--- src/hdl/signal_mask_and_delivery_unit_assert.svh ---
// Assertion macros shared by the signal unit.
`ifndef SIGNAL_MASK_AND_DELIVERY_UNIT_ASSERT_SVH
`define SIGNAL_MASK_AND_DELIVERY_UNIT_ASSERT_SVH

// Same-cycle implication, sampled on clk, off during reset.
`define SMDU_ASSERT_NOW(lbl, ante, cons, msg) \
	lbl: assert property (@(posedge clk) disable iff (!arst_n) (ante) |-> (cons)) \
		else $error(msg);

// Next-cycle implication, sampled on clk, off during reset.
`define SMDU_ASSERT_NXT(lbl, ante, cons, msg) \
	lbl: assert property (@(posedge clk) disable iff (!arst_n) (ante) |=> (cons)) \
		else $error(msg);

`endif

--- src/hdl/smdu_pick.sv ---
module smdu_pick #(
	parameter int NUM_SIGNALS = 64,
	parameter int IDX_W       = 6
) (
	input  logic [NUM_SIGNALS-1:0] ready_set,
	output logic                   found,
	output logic [IDX_W-1:0]       idx
);

	logic [NUM_SIGNALS-1:0] lowest;

	// isolate lowest set bit, then encode the one-hot
	assign lowest = ready_set & (~ready_set + NUM_SIGNALS'(1));
	assign found  = |ready_set;

	always_comb begin
		idx = '0;
		for (int i = 0; i < NUM_SIGNALS; i++) begin
			if (lowest[i]) begin
				idx = idx | IDX_W'(i);
			end
		end
	end

endmodule

--- config.mk ---
export PLATFORM = sky130hd
export DESIGN_NAME = smdu_pick
export DESIGN_NICKNAME = d
export VERILOG_FILES = /design/src/hdl/signal_mask_and_delivery_unit_assert.svh /design/src/hdl/smdu_pick.sv
export SDC_FILE = /design/constraint.sdc
export NUM_CORES = 1
export LEC_CHECK = 0
export ABC_CLOCK_PERIOD_IN_PS = 3300
export CAP_MARGIN = 20
export CORE_MARGIN = 1.5
export CORE_UTILIZATION = 50
export DETAILED_ROUTE_END_ITERATION = 12
export DONT_BUFFER_PORTS = 1
export SLEW_MARGIN = 5
export SYNTH_ARGS = -nofsm -noshare
export SYNTH_HDL_FRONTEND = slang
export SYNTH_SLANG_ARGS = --single-unit
--- constraint.sdc ---
create_clock -name vclk -period 3.3
set_input_delay 0.33 -clock vclk [all_inputs]
set_output_delay 0.33 -clock vclk [all_outputs]
set_load 0.03 [all_outputs]
Word-level counts from Yosys, hierarchy flattened
Index checks and enable logic that the tools add are counted.
{"block": "totals", "regBits": 0, "latch_bits": 0, "ramBits": 0, "rom_bits": 0, "inputBits": 64, "out_inout_bits": 7, "word_cells": 67, "memories": 0}
{"block": "classes", "add_sub_neg": 1, "n_mul": 0, "n_div": 0, "n_lt_le_gt_ge": 0, "eq_ne": 0, "shift": 0, "n_mux": 63, "n_bitwise": 2, "reduce_logical": 1}
{"op": "two-way mux 6 bit", "count": 32}
{"op": "two-way mux 5 bit", "count": 16}
{"op": "adder 64 x 1 -> 64 bit, second input constant", "count": 1}
{"op": "bitwise AND 64 bit", "count": 1}
{"op": "inverter 64 bit", "count": 1}
{"op": "OR reduction 64 bit", "count": 1}
{"op": "two-way mux 4 bit", "count": 8}
{"op": "two-way mux 3 bit", "count": 4}
{"op": "two-way mux 2 bit", "count": 2}
{"op": "two-way mux 1 bit", "count": 1}

Logic depth before layout (Yosys ltp)
{"block": "depth", "depth_word": 66, "ltp_mapped": 9, "depth_no_buf": 7}

Least setup slack after synthesis
Ideal clock, no wire load.
{"block": "synth_timing", "path_kind": "in2out", "startpoint": "in ready_set[11]", "endpoint": "out idx[2]", "arrival_time_ps": 2760, "required_ps": 2970, "path_slack_ps": 210, "cell_stages": 8, "path_buffers": 1, "path_cell_list": "or4_4 or4b_1 buf_2 nor4_4 nand2_2 o32a_1 and2_0 nand4b_1"}
{"block": "synth_via", "elab_chain_cells": 55}
{"item": "start, declared", "line_no": "smdu_pick.sv:5", "text": "input logic [NUM_SIGNALS-1:0] ready_set,"}
{"item": "inverter 64 bit *", "line_no": "smdu_pick.sv:13", "text": "assign lowest = ready_set & (~ready_set + NUM_SIGNALS'(1));"}
{"item": "adder 64 x 1 -> 64 bit *", "line_no": "smdu_pick.sv:13"}
{"item": "bitwise AND 64 bit *", "line_no": "smdu_pick.sv:13"}
{"item": "two-way mux 4 bit (4 in a row)", "line_no": "smdu_pick.sv:19", "text": "if (lowest[i]) begin"}
{"item": "two-way mux 5 bit (16 in a row)", "line_no": "smdu_pick.sv:19"}
{"item": "two-way mux 6 bit (31 in a row)", "line_no": "smdu_pick.sv:19"}
{"item": "two-way mux 6 bit *", "line_no": "smdu_pick.sv:19"}
{"item": "end, declared", "line_no": "smdu_pick.sv:7", "text": "output logic [IDX_W-1:0] idx"}
Every way passes the cells marked *; elsewhere a longest branch is shown, timed or not.

Worst setup path in the final report
Ends and elaborated chain as after synthesis.

==> flow_metrics.env <==
export IMPL_timing_critical_path_cells="or4_4 -> or4b_1 -> nor4_4 -> buf_4 -> and2_1 -> a32oi_1 -> o2111a_1 -> nand4b_1 -> buf_12"
export IMPL_power_leakage_nw=0.456
export IMPL_drt_iter0_drc=88
export IMPL_placedInstanceArea_um2=1430
export IMPL_critPathCapture="idx[2]"
export IMPL_synth_area_leaders="nor2_1, nor3_1, nor4_1, nand4_1, a21oi_1"
export IMPL_vias=1845
export IMPL_synth_xor_area_share_pct=0
export IMPL_yosys_warnings=0
export IMPL_clock_fmax_mhz=312
export IMPL_synth_net_count=270
export IMPL_avgSynthCellArea_um2=6.01
export IMPL_yosys_area_share_simple_pct=64.3
export IMPL_ant_nets=0
export IMPL_period_minus_slack_ps=3210
export IMPL_drc_errors=0
export IMPL_outcome="completed"
export IMPL_finalSetupViolCount=0
export IMPL_grt_busiest_layer="met2"
export IMPL_path_max_fanout=13
export IMPL_io_pins=71
export IMPL_use_met1_pct=45.1
export IMPL_hp_class="input pin to primary output"
export IMPL_crit_slowest_cell="or4b_1"
export IMPL_fin_util_pct=63.5
export IMPL_synth_cells=206
export IMPL_gr_usage_all_layers_pct=35.5
export IMPL_core_area_um2=2280
export IMPL_placement_rows=17
export IMPL_nNetsFinal=287
export IMPL_ys_types=49
export IMPL_crit_type="input pin to primary output"
export IMPL_period_share_pct=97.2
export IMPL_overflow=0
export IMPL_critPathRequiredTime_ps=2970
export IMPL_wl_per_cell_um=18.8
export IMPL_synth_fa_ha_area_share_pct=0
export IMPL_grt_pass1_vias=1727
export IMPL_worst_pin_slew_ps=739
export IMPL_seq_area_frac_synth_pct=0
export IMPL_drv_cap=0
export IMPL_clock_buffers=0
export IMPL_area_growth_synth_to_final_pct=16.8
export IMPL_antenna_found_initial=0
export IMPL_grt_use_met3_pct=6.29
export IMPL_synth_top_family_by_area="simple AND/OR/NAND/NOR gates"
export IMPL_syn_area_um2=1240
export IMPL_slew_viol_final=0
export IMPL_grt_max_degree=14
export IMPL_regArea_um2=0
export IMPL_synth_compound_area_share_pct=32.0
export IMPL_muxShareOfSynthArea_pct=0
export IMPL_rsz0062_at_grt="no"
export IMPL_cp_end_kind="primary output"
export IMPL_finalHoldViolations=0
export IMPL_layout_common_cells="nor2_1, nor3_1, buf_4, nor4_1, nand2_1"
export IMPL_fp_dieH_um=52.8
export IMPL_insertedDiodeCount=0
export IMPL_grt_met2_usage_pct=62.5
export IMPL_relSlewSlack_pct=50.3
export IMPL_drt_total_wl_mm=4.69
export IMPL_worstHoldStart="ready_set[63]"
export IMPL_startpoint="ready_set[11]"
export IMPL_peakVddDrop_v=0.0000295
export IMPL_post_place_ws_ps=40.8
export IMPL_hpwlAfterDp_mm=4.07
export IMPL_die_area_um2=2780
export IMPL_power_density_nw_per_um2=40.5
export IMPL_dp_cells=249
export IMPL_cp_num_buf_inv=2
export IMPL_gp_congestion=0.993
export IMPL_max_stage_delay_ps=570
export IMPL_finalPower_mw=0.0586
export IMPL_cpLargestDelayFamily="simple AND/OR/NAND/NOR gates"
export IMPL_cp_arrival_ps=2880
export IMPL_layout_setup_ws_ps=92.9
export IMPL_port_buffers=0
export IMPL_worstSetupStartpointType="input pin"
export IMPL_start_util_pct=54.4
export IMPL_synth_top_area_share_pct=9.71
export IMPL_flops_and_latches=0
export IMPL_die_w_um=52.8
export IMPL_hold_slack_ps=944
export IMPL_layoutNonFillerInstCount=249
export IMPL_timing_setup_tns_ps=0
export IMPL_yosys_area_top_type="nor2_1"
export IMPL_drive_above_1_share_pct=11.8
export IMPL_first_pass_iters=4
export IMPL_vias_per_cell=7.41
export IMPL_layout_commonest_cell="nor2_1"
export IMPL_final_cell_area_um2=1450
export IMPL_grt_pass1_wl_mm=7.54
export IMPL_cp_depth=9
==> metal layers <==
layer	share of wire, %	routed length (um)
met5	0	0
met4	1.6	77
met3	13	605
met2	46	2140
met1	40	1860
==> area by class of cell <==
cell class / instances / area, um^2
timing repair buffer: 19 / 180
inverter: 7 / 26.3
tap: 28 / 35.0
fill: 222 / 831
multi-input combinational: 195 / 1200
==> logic make-up (layout without fill, tap and decap cells) <==
| group | Yosys count | count (layout) |
|---|---|---|
| AND/OR/NAND/NOR | 141 | 141 |
| AO/OA/AOI/OAI | 54 | 54 |
| buffers and inverters | 11 | 26 |
==> power breakdown <==
| group | switching [mW] | total [mW] | internal, mW |
|---|---|---|---|
| logic | 0.0300 | 0.0586 | 0.0286 |
| clock network | 0 | 0 | 0 |
| registers | 0 | 0 | 0 |
==> worst min path at each step <==
stage	cells after the start	slack, ps	to
6_report	2	940	found
3_5_place_dp	2	950	found
2_1_floorplan	2	930	found
3_3_place_gp	2	940	found
4_1_cts	2	950	found
5_1_grt	2	950	found
==> Yosys cell counts, types with 2 or more instances <==
| cell type | number |
|---|---|
| and2_1 | 4 |
| clkbuf_1 | 2 |
| o21ai_0 | 7 |
| a2111oi_0 | 2 |
| a32oi_1 | 2 |
| nor4b_1 | 3 |
| a32o_1 | 2 |
| o21a_1 | 2 |
| inv_1 | 7 |
| o311a_1 | 2 |
| nor2_1 | 32 |
| nor3b_1 | 5 |
| nand4_1 | 11 |
| o31ai_1 | 2 |
| a31oi_1 | 4 |
| or3_1 | 7 |
| o2111a_1 | 2 |
| nand4b_1 | 7 |
| nor3_1 | 20 |
| nand2_1 | 14 |
| nand3_1 | 9 |
| nor2b_1 | 4 |
| o32ai_1 | 2 |
| a21oi_1 | 13 |
| a211oi_1 | 3 |
| nor4_1 | 14 |
| o21bai_1 | 2 |
==> repair_timing <==
| item | 4_1_cts | 5_1_grt |
|---|---|---|
| setup buffers | 0 | 0 |
| hold buffers | 0 | 0 |
| endpoints found under the setup margin | 0 | 3 |
| endpoints found under the hold margin | 0 | 0 |
| gates resized for setup | 0 | 3 |
No activity file was read; power rests on OpenSTA's default activity.
